<file path="src/hdl/fpc_pkg.sv">
// ----------------------------------------------------------------------------
// Frame pacing PI controller package
// Shared types, register indexes and fixed-point limits.
// ----------------------------------------------------------------------------
package fpc_pkg;

    // Register indexes on the configuration port.
    localparam logic [2:0] REG_PROP_GAIN  = 3'd0;
    localparam logic [2:0] REG_INTEG_GAIN = 3'd1;
    localparam logic [2:0] REG_WINDOW_US  = 3'd2;
    localparam logic [2:0] REG_OFFSET_US  = 3'd3;
    localparam logic [2:0] REG_WORKER_K   = 3'd4;

    // Divider geometry: (frame_time << 32) / complexity.
    localparam int DIVIDEND_W = 64;
    localparam int DIVISOR_W  = 40;
    localparam int DIV_CNT_W  = 6;

    // Fixed-point limits.
    localparam logic [31:0] DEFAULT_WINDOW = 32'd1000000;
    localparam logic [50:0] EST_SAT        = 51'h4_0000_0000_0000;
    localparam int          MAX_ERR_Q8     = 12800000;
    localparam int          MAX_SLEEP_Q8   = 12800000;
    localparam logic [47:0] RATIO_CEIL     = 48'hFFFF_FFFF_FFFF;

    // Reciprocal of 20 in Q16, exact for floor over the count range.
    localparam logic [11:0] RECIP_20 = 12'd3277;

    typedef enum logic [3:0] {
        ST_IDLE,
        ST_DIV,
        ST_COUNT,
        ST_CAND_RD,
        ST_CAND_WT,
        ST_INNER,
        ST_MUL_H,
        ST_MUL_L,
        ST_EST,
        ST_MUL_P,
        ST_MUL_I,
        ST_ACC,
        ST_DONE
    } state_t;

endpackage

</file>
<file path="src/hdl/fpc_div.sv">
// ----------------------------------------------------------------------------
// Restoring divider
// Unsigned 64 by 40 bit division, one quotient bit per cycle.
// ----------------------------------------------------------------------------
module fpc_div (
    input  logic                            aclk,
    input  logic                            aresetn,
    input  logic                            start,
    input  logic [fpc_pkg::DIVIDEND_W-1:0]  dividend,
    input  logic [fpc_pkg::DIVISOR_W-1:0]   divisor,
    output logic                            done,
    output logic [fpc_pkg::DIVIDEND_W-1:0]  quotient
);
    import fpc_pkg::*;

    logic [DIVISOR_W:0]    rem_reg, rem_next;
    logic [DIVIDEND_W-1:0] quo_reg, quo_next;
    logic [DIVISOR_W-1:0]  dvs_reg, dvs_next;
    logic [DIV_CNT_W-1:0]  cnt_reg, cnt_next;
    logic                  busy_reg, busy_next;
    logic                  done_reg, done_next;
    logic [DIVISOR_W:0]    shifted;
    logic [DIVISOR_W+1:0]  trial;

    // One shift and trial subtract per cycle.
    always_comb begin
        rem_next  = rem_reg;
        quo_next  = quo_reg;
        dvs_next  = dvs_reg;
        cnt_next  = cnt_reg;
        busy_next = busy_reg;
        done_next = 1'b0;
        shifted   = {rem_reg[DIVISOR_W-1:0], quo_reg[DIVIDEND_W-1]};
        trial     = {1'b0, shifted} - {2'b00, dvs_reg};
        if (start) begin
            rem_next  = '0;
            quo_next  = dividend;
            dvs_next  = divisor;
            cnt_next  = '0;
            busy_next = 1'b1;
        end else if (busy_reg) begin
            if (!trial[DIVISOR_W+1]) begin
                rem_next = trial[DIVISOR_W:0];
                quo_next = {quo_reg[DIVIDEND_W-2:0], 1'b1};
            end else begin
                rem_next = shifted;
                quo_next = {quo_reg[DIVIDEND_W-2:0], 1'b0};
            end
            cnt_next = cnt_reg + 1'b1;
            if (cnt_reg == {DIV_CNT_W{1'b1}}) begin
                busy_next = 1'b0;
                done_next = 1'b1;
            end
        end
    end

    always_ff @(posedge aclk) begin
        rem_reg <= rem_next;
        quo_reg <= quo_next;
        dvs_reg <= dvs_next;
        cnt_reg <= cnt_next;
        if (!aresetn) begin
            busy_reg <= 1'b0;
            done_reg <= 1'b0;
        end else begin
            busy_reg <= busy_next;
            done_reg <= done_next;
        end
    end

    assign done     = done_reg;
    assign quotient = quo_reg;

endmodule

</file>
<file path="config.mk">
export PLATFORM = sky130hd
export DESIGN_NAME = fpc_div
export DESIGN_NICKNAME = d
export VERILOG_FILES = /design/src/hdl/fpc_pkg.sv /design/src/hdl/fpc_div.sv
export SDC_FILE = /design/constraint.sdc
export NUM_CORES = 1
export LEC_CHECK = 0
export BUFFER_PORTS_ARGS = -buffer_cell sky130_fd_sc_hd__buf_2
export CAP_MARGIN = 25
export CELL_PAD_IN_SITES_DETAIL_PLACEMENT = 2
export CELL_PAD_IN_SITES_GLOBAL_PLACEMENT = 2
export CORE_MARGIN = 3
export CORE_UTILIZATION = 32
export DETAILED_ROUTE_END_ITERATION = 6
export PLACE_DENSITY = 0.85
export SLEW_MARGIN = 5
export SYNTH_ARGS = -nofsm -noshare
export SYNTH_HDL_FRONTEND = slang
export SYNTH_SLANG_ARGS = --single-unit
</file>
<file path="constraint.sdc">
create_clock -name aclk -period 2.7 [get_ports aclk]
set_clock_uncertainty 0.05 [all_clocks]
set_input_delay 0.54 -clock aclk [delete_from_list [all_inputs] [get_ports aclk]]
set_output_delay 0.54 -clock aclk [all_outputs]
set_load 0.02 [all_outputs]
</file>
[After elaboration in Yosys (flattened, before gate mapping)]
Cells that the tools add are included.
Storage, ports and cells
  flip-flop bits (word level): 152
  input port bits: 107
  output and inout bits: 65
  logic and storage cells: 21
Operators by class
  $add $sub $neg: 2
  equality and inequality tests: 1
  muxes and demuxes: 8
  bitwise gates (word level): 2
  reductions and logical operators: 2
Operators with widths (number)
  $mux W64: 2
  $sub A41 B40 Y42: 1
  $mux W40: 1
  $add A6 B1 Y6 const B: 1
  $eq A6 B6 Y1 const B: 1
  $mux W1: 5
  $reduce_or A3 Y1: 1
  $not A1 Y1: 2
  $reduce_bool A2 Y1: 1

[Logic depth before layout (Yosys ltp)]
Gate-level depths: netlist of the first run.
  depth in word-level cells: 4
  gate-level depth with buffers: 13
  depth with buffers taken out: 12

[Least setup slack after synthesis of the first run]
No wires, ideal clock.
  path kind: register to register
  start point: reg quo_reg[63] (netlist: quotient[63])
  end point: reg rem_reg[38]
  setup time: 122 ps
  arrival: 2600 ps
  data required time: 2528 ps
  slack: -72 ps
  cell stages (with the launch flop): 13
  buffers on the path: 0
  clock period less this slack: 2772 ps
  cell sequence: edfxtp_1 inv_1 ha_1 fa_1 nand2b_1 a21oi_1 o21bai_1 a311oi_1 o21a_1 nor3_1 mux2i_1 a211oi_1 a311o_1
On the way
  longest elaborated chain between the ends: 2
RTL lines
  start, declared: RTL line fpc_div.sv:17  | logic [DIVIDEND_W-1:0] quo_reg, quo_next;
  start signal, assigned: RTL line fpc_div.sv:59  | quo_reg <= quo_next;
  $sub A41 B40 Y42: RTL line fpc_div.sv:34  | trial = {1'b0, shifted} - {2'b00, dvs_reg};
  $mux W40: RTL line fpc_div.sv:42  | if (!trial[DIVISOR_W+1]) begin
  end signal, assigned: RTL line fpc_div.sv:58  | rem_reg <= rem_next;
  end, declared: RTL line fpc_div.sv:16  | logic [DIVISOR_W:0] rem_reg, rem_next;
No other way between the ends.
A chain may end at the register's enable or synchronous reset.

[Worst setup path after layout of the first run]
  start point: reg rem_reg[4]
  end point: reg rem_reg[38]
On the way
  longest elaborated chain between the ends: 2
RTL lines (RTL line)
  $sub A41 B40 Y42: fpc_div.sv:34
  $mux W40: fpc_div.sv:42
No other way between the ends.

==> qor.csv, run 1 <==
stage,metric,value,unit
status,status,"finished, violations left",
status,failing checks,setup timing,
power,Pleak,5.08,nW
power,clock power share,0.354,
clock_tree,Max clock buf depth,2,
cells_and_area,area occupied by multi-input gates,4720,µm²
setup_path,reg-to-reg endpoint,rem_reg[38],
cells_and_area,# nets final,1220,
sta,Pins Over Slew Limit,0,
setup_path,"Req. time, crit path",2980,ps
power,Pwr per Cell Area,578,nW/µm²
logic_synthesis,Synthesis Warnings,0,
cells_and_area,fillcell total,2565,
logic_synthesis,Syn Area/Cell,11.0,µm²
sta,final setup vio count,41,
cells_and_area,fraction of layout cells with a size suffix above 1,0.531,
sta,Highest Clock Rate,312,MHz
run,max-cap viol count,0,
detailed_routing,DR DRC count,0,
logic_synthesis,"FF+latch count, synth",152,
setup_path,worst r2r path cells,11,
global_route,gr ovfl total,0,
clock_tree,Sink Count,152,
place,post-placement cell area,10500,µm²
power,Internal,4.76,mW
cells_and_area,FF+latch area,4090,µm²
power,Seq pwr share,0.400,
setup_path,crit end category,flip-flop,
global_route,first-pass GRT wire length,56400,µm
detailed_routing,WL final,38100,µm
logic_synthesis,post-synthesis cell area,8390,µm²
global_route,largest net degree at the start of global routing,63,
setup_path,arrival time worst endpoint,3480,ps
sta,Tmin final,3200,ps
place,global placement routability congestion,0.832,
place,# port buffers,171,
die,Die Y-Extent,168,µm
setup_path,WS Path Type,reg2reg,
sta,Final Hold Viols,0,
setup_path,Crit Path Max Fanout,4,
detailed_routing,DR vias,7695,
setup_path,critical path launch point,rem_reg[4],
detailed_routing,WL/cell,26.9,µm
die,full die area,28200,µm²
setup_path,R2R Setup Slk,-500,ps
clock_tree,CTS Hold Bufs,0,
die,Die Width,168,µm
setup_path,crit-path cells,ha_1 -> a21oi_1 -> nand2_1 -> o21bai_4 -> a311oi_2 -> buf_4 -> o21a_1 -> nor3_4 -> mux2i_1 -> a211oi_1 -> a311o_1,
detailed_routing,vias per inst,5.45,
logic_synthesis,synthesized netlist cell count,764,
logic_synthesis,Synth Flop Type,edfxtp_1,
setup_path,CP Launch Type,flip-flop,
sta,unrepaired setup endpoints after global routing,true,
setup_path,crit path to,rem_reg[38],
cells_and_area,Area Growth Syn to Fin,46.5,%
logic_synthesis,post-synth cell types,66,
sta,Max-slew headroom,0.512,
global_route,global-route usage over all layers,0.260,
clock_tree,clock buffer count from CTS,17,
clock_tree,root buffer cell,clkbuf_16,
clock_tree,CTS clock-pin slew for the worst setup and hold paths,80,ps
setup_path,slowest CP cell,dfxtp_1,
die,I/O pins,172,
setup_path,cell count along the critical path,11,
setup_path,Worst R2R Start,rem_reg[4],
setup_path,WP buf/inv,1,
power,Comb power frac,0.246,
die,starting density of the core,0.329,
die,# rows,58,
min_path,worst hold path type,in2reg,
setup_path,"Largest stage delay, worst path",520,ps
cells_and_area,final instance area,12300,µm²
sta,Setup WS post-layout,-501,ps
logic_synthesis,Async SR Flop Fraction,0,
cells_and_area,Antenna Cells,0,
logic_synthesis,"EDFF count, synth",104,
cells_and_area,final core area utilization,0.483,
power,peak supply drop,0.401,mV
sta,setup total negative slack,-16160,ps
power,switching part of the total,0.331,
logic_synthesis,"Net Count, Synth",913,
clock_tree,clk_lat worst skew,450,ps
cells_and_area,Largest register FFs,64,
setup_path,"CP delay by family, top",compound AO/OA/AOI/OAI gates,
power,switching power,2.35,mW
clock_tree,H-tree Lvls,4,
detailed_routing,1st-pass router iterations,4,
detailed_routing,DR iter-0 viols,362,
place,Post-DP HPWL,21900,µm
sta,Worst-Margin Slew,731,ps
sta,Final Cycle Share,1.19,
logic_synthesis,sequential element share of the synthesized area,0.487,
global_route,initial antenna violation count,0,
global_route,vias in the first global route,9112,
clock_tree,CTS tree,done,
detailed_routing,post-route ant nets,0,
die,core area,25500,µm²
[power by group through the flow]
| stage | clock, mW | sequential [mW] | combinational (mW) |
|---|---|---|---|
| floorplan | 0 | 2.97 | 0.693 |
| global placement | 0 | 2.86 | 1.37 |
| detailed placement | 0 | 2.87 | 1.44 |
| CTS | 2.55 | 2.84 | 1.61 |
| global route | 2.66 | 2.87 | 1.86 |
| finish | 2.52 | 2.84 | 1.75 |
[cell usage after synthesis, types with 6 or more instances]
| library cell | instances | share of area |
|---|---|---|
| a21o_1 | 10 | 0.0089 |
| a21oi_1 | 42 | 0.025 |
| a311oi_2 | 19 | 0.034 |
| a31oi_1 | 7 | 0.0052 |
| a32oi_1 | 6 | 0.0063 |
| clkbuf_1 | 20 | 0.0089 |
| dfxtp_1 | 48 | 0.11 |
| edfxtp_1 | 104 | 0.37 |
| ha_1 | 41 | 0.061 |
| inv_1 | 54 | 0.024 |
| mux2_2 | 63 | 0.085 |
| mux2i_1 | 7 | 0.0083 |
| nand2_1 | 80 | 0.036 |
| nand3_1 | 11 | 0.0066 |
| nand4_1 | 12 | 0.0089 |
| nor2_1 | 55 | 0.025 |
| nor2b_1 | 7 | 0.0052 |
| nor3_1 | 7 | 0.0042 |
| o211ai_1 | 7 | 0.0063 |
| o21ai_0 | 28 | 0.017 |
| o21ai_1 | 6 | 0.0036 |
| o21bai_1 | 9 | 0.0081 |
| xnor2_1 | 24 | 0.025 |
| xor2_1 | 16 | 0.017 |
[cell type report]
class	count	share of cell area
timing repair buffer	324	0.186
sequential	152	0.333
multi-input combinational	522	0.384
clock buffer	17	0.0346
tap	330	0.0336
clock inverter	14	0.0124
inverter	54	0.0165
[placed cells by master (no fill, tap or decap), types with 10 or more instances in the layout]
cell type    n
a21o_1      10
a21oi_1     30
a21oi_2     12
a311oi_2    18
buf_12      15
buf_2      170
buf_4      124
buf_6       12
clkbuf_16   17
dfxtp_1     44
edfxtp_1   104
ha_1        23
ha_4        17
inv_1       48
mux2_2      63
nand2_1     45
nand2_2     12
nand2_4     23
nand3_1     11
nand4_1     12
nor2_1      52
o21ai_0     14
o21ai_2     13
xnor2_1     23
xor2_1      16
[per-layer routing]
| metal | wire, µm | GRT usage |
|---|---|---|
| met5 | 0 | 0 |
| met4 | 1480 | 0.105 |
| met3 | 2270 | 0.0683 |
| met2 | 20200 | 0.490 |
| met1 | 14100 | 0.275 |
[per-stage QoR]
step / hold slack [ps] / worst slack (ps) / std cells / total power, mW
after floorplan: 393 / 8.33 / 764 / 3.66
after detailed placement: 462 / -315 / 1353 / 4.31
after global routing: 204 / -586 / 1413 / 7.38
after CTS: 193 / -210 / 1411 / 6.99
after global placement: 424 / -149 / 1353 / 4.23
final: 213 / -501 / 1413 / 7.11
[timing repair]
action,in CTS,in global routing
setup buffers,21,7
endpoints found under the setup margin,41,41
cloned,6,0
pin swaps,58,44
gates resized for setup,159,36
hold endpoints to repair,0,0
[worst min-delay path by stage]
stage                start     endpoint  slack [ps]  cells past startpoint
2_1_floorplan  rem_reg[19]  rem_reg[19]         390                      2
3_3_place_gp    cnt_reg[5]   cnt_reg[5]         420                      2
3_5_place_dp   rem_reg[28]  rem_reg[28]         460                      2
4_1_cts        divisor[12]  dvs_reg[12]         190                      1
5_1_grt         divisor[8]   dvs_reg[8]         200                      1
6_report       divisor[11]  dvs_reg[11]         210                      1
[kinds of logic after synthesis]
| group | count (synthesis) | share of synthesized area |
|---|---|---|
| muxes | 70 | 0.0929 |
| adders and majority gates | 42 | 0.0635 |
| DFF | 152 | 0.487 |
| xor gates and xnor gates | 40 | 0.0417 |
| AOI/OAI and AO/OA | 178 | 0.166 |
| buffers and inverters | 90 | 0.0477 |
| and+or+nand+nor | 192 | 0.102 |
Note: power is estimated with default switching activity, not from simulation.
==> run 2: changes to the inputs <==
Settings changed: BUFFER_PORTS_ARGS -buffer_cell sky130_fd_sc_hd__buf_2 to -buffer_cell sky130_fd_sc_hd__buf_4, CORE_ASPECT_RATIO from default to 1.2, SKIP_LAST_GASP from default to 1.
==> run 2 against run 1 <==
Against the previous run: critical path depth is 2 higher; clock power shrank 5%; die area hardly changed; clock-buffer cell count is 1 higher; register-to-register slack got worse by 70 ps; hold slack got worse by 5.5 ps; cell count increased by 0.85%; highest routed layer unchanged; critical path type unchanged; the run still ends with setup timing left.
==> qor.csv, run 2 (synthesized netlist as in run 1, its figures left out) <==
stage,metric,value,unit
status,status,"finished, violations left",
status,failing checks,setup timing,
detailed_routing,WL final,46400,µm
setup_path,"Req. time, crit path",3000,ps
cells_and_area,fraction of layout cells with a size suffix above 1,0.542,
sta,setup total negative slack,-16610,ps
cells_and_area,FF+latch area,4090,µm²
sta,Highest Clock Rate,306,MHz
setup_path,crit end category,flip-flop,
power,Pleak,5.24,nW
global_route,global-route usage over all layers,0.269,
cells_and_area,Finished Layout Cells,1425,
clock_tree,CTS tree,done,
die,# rows,64,
power,switching power,2.44,mW
power,peak supply drop,0.437,mV
clock_tree,Sink Count,152,
power,Pwr per Cell Area,566,nW/µm²
die,Die Y-Extent,183,µm
detailed_routing,vias per inst,5.80,
place,post-placement cell area,10900,µm²
global_route,gr ovfl total,0,
die,I/O pins,172,
cells_and_area,"commonest non-fill, non-tap cells in the layout","buf_4 (307), edfxtp_1 (104), mux2_2 (63)",
place,Placed Cells incl. Taps,1356,
setup_path,"Largest stage delay, worst path",420,ps
power,switching part of the total,0.334,
detailed_routing,post-route ant nets,0,
cells_and_area,"commonest non-fill, non-tap cell in the layout",buf_4,
setup_path,arrival time worst endpoint,3560,ps
sta,Setup WS post-layout,-569,ps
cells_and_area,Largest register FFs,64,
die,full die area,28200,µm²
power,Seq pwr share,0.393,
min_path,worst hold path type,in2reg,
cells_and_area,# nets final,1231,
clock_tree,clk_lat worst skew,460,ps
sta,Worst-Margin Slew,813,ps
global_route,initial antenna violation count,0,
sta,final setup vio count,41,
setup_path,crit-path cells,inv_2 -> ha_4 -> nand4_1 -> nor2_2 -> o211ai_4 -> a31oi_4 -> a31oi_4 -> a211oi_4 -> buf_6 -> buf_6 -> buf_16 -> nand2_1 -> a311oi_2,
sta,Pins Over Slew Limit,0,
clock_tree,Max clock buf depth,2,
die,core area,25600,µm²
setup_path,Crit Path Max Fanout,6,
clock_tree,CTS clock-pin slew for the worst setup and hold paths,80,ps
cells_and_area,fillcell total,2491,
clock_tree,clock buffer count from CTS,17,
detailed_routing,1st-pass router iterations,5,
place,global placement routability congestion,0.804,
sta,Final Cycle Share,1.21,
clock_tree,root buffer cell,clkbuf_16,
sta,Final Hold Viols,0,
power,Internal,4.87,mW
sta,Tmin final,3270,ps
place,# port buffers,171,
run,max-cap viol count,0,
cells_and_area,Area Growth Syn to Fin,53.9,%
cells_and_area,Antenna Cells,0,
detailed_routing,DR iter-0 viols,559,
sta,Max-slew headroom,0.458,
setup_path,slowest CP cell,edfxtp_1,
detailed_routing,WL/cell,32.6,µm
setup_path,WS Path Type,reg2reg,
cells_and_area,area occupied by multi-input gates,4860,µm²
power,Pwr Total,7.31,mW
global_route,vias in the first global route,9127,
place,Place WS,-474,ps
detailed_routing,DR DRC count,0,
global_route,first-pass GRT wire length,57600,µm
die,Die Width,154,µm
clock_tree,H-tree Lvls,4,
power,Comb power frac,0.279,
detailed_routing,DR vias,8268,
global_route,largest net degree at the start of global routing,79,
place,Post-DP HPWL,22400,µm
cells_and_area,final instance area,12900,µm²
power,clock power share,0.328,
setup_path,CP Launch Type,flip-flop,
sta,unrepaired setup endpoints after global routing,true,
die,starting density of the core,0.327,
==> run 2: layout make-up <==
cell class                      instances  area share
Tap cell                              330      0.0320
Clock buffer                           18      0.0332
Clock inverter                         14     0.00969
Inverter                               54      0.0157
Multi-Input combinational cell        522       0.377
Timing Repair Buffer                  335       0.216
Sequential cell                       152       0.317
==> run 2: stage by stage <==
stage	utilization	hold slack (ps)
after floorplan	-	393
after global routing	0.504	195
after global placement	0.426	420
after detailed placement	0.426	446
final	0.504	207
after CTS	0.475	194
==> run 2: power by group through the flow <==
stage          clock (mW)  combinational (mW)  sequential, mW
2_1_floorplan           0               0.693            2.97
3_3_place_gp            0                1.46            2.87
3_5_place_dp            0                1.53            2.88
4_1_cts              2.39                1.71            2.85
5_1_grt              2.51                2.11            2.89
6_report             2.40                2.04            2.87
==> run 2: path summary, 6_finish.rpt <==
check	cells after the start	slack [ps]	from	to
hold reg to reg	2	490	cnt_reg[5]	done
setup reg to reg	13	-570	dvs_reg[13]	rem_reg[10]
hold / removal	1	210	divisor[28]	dvs_reg[28]
setup / recovery	13	-570	dvs_reg[13]	rem_reg[10]
==> run 2: timing repair <==
item	in CTS	in global routing
hold buffers	0	0
gates cloned	4	2
gates resized for setup	77	144
buffers inserted	16	19
pin swaps	26	78
endpoints found under the setup margin	41	41
==> run 2: per-layer routing <==
metal	track usage	wire length (µm)
met1	0.286	16200
met2	0.497	24300
met3	0.0656	3060
met4	0.128	2810
met5	0	0
==> run 2: worst max-delay path: cells and delay by family, from the launching register on <==
family	cells	cell delay, ps
AOI/OAI and AO/OA	5	1320
and+or+nand+nor	3	540
buffers and inverters	4	510
DFF	1	420
adders and majority gates	1	310
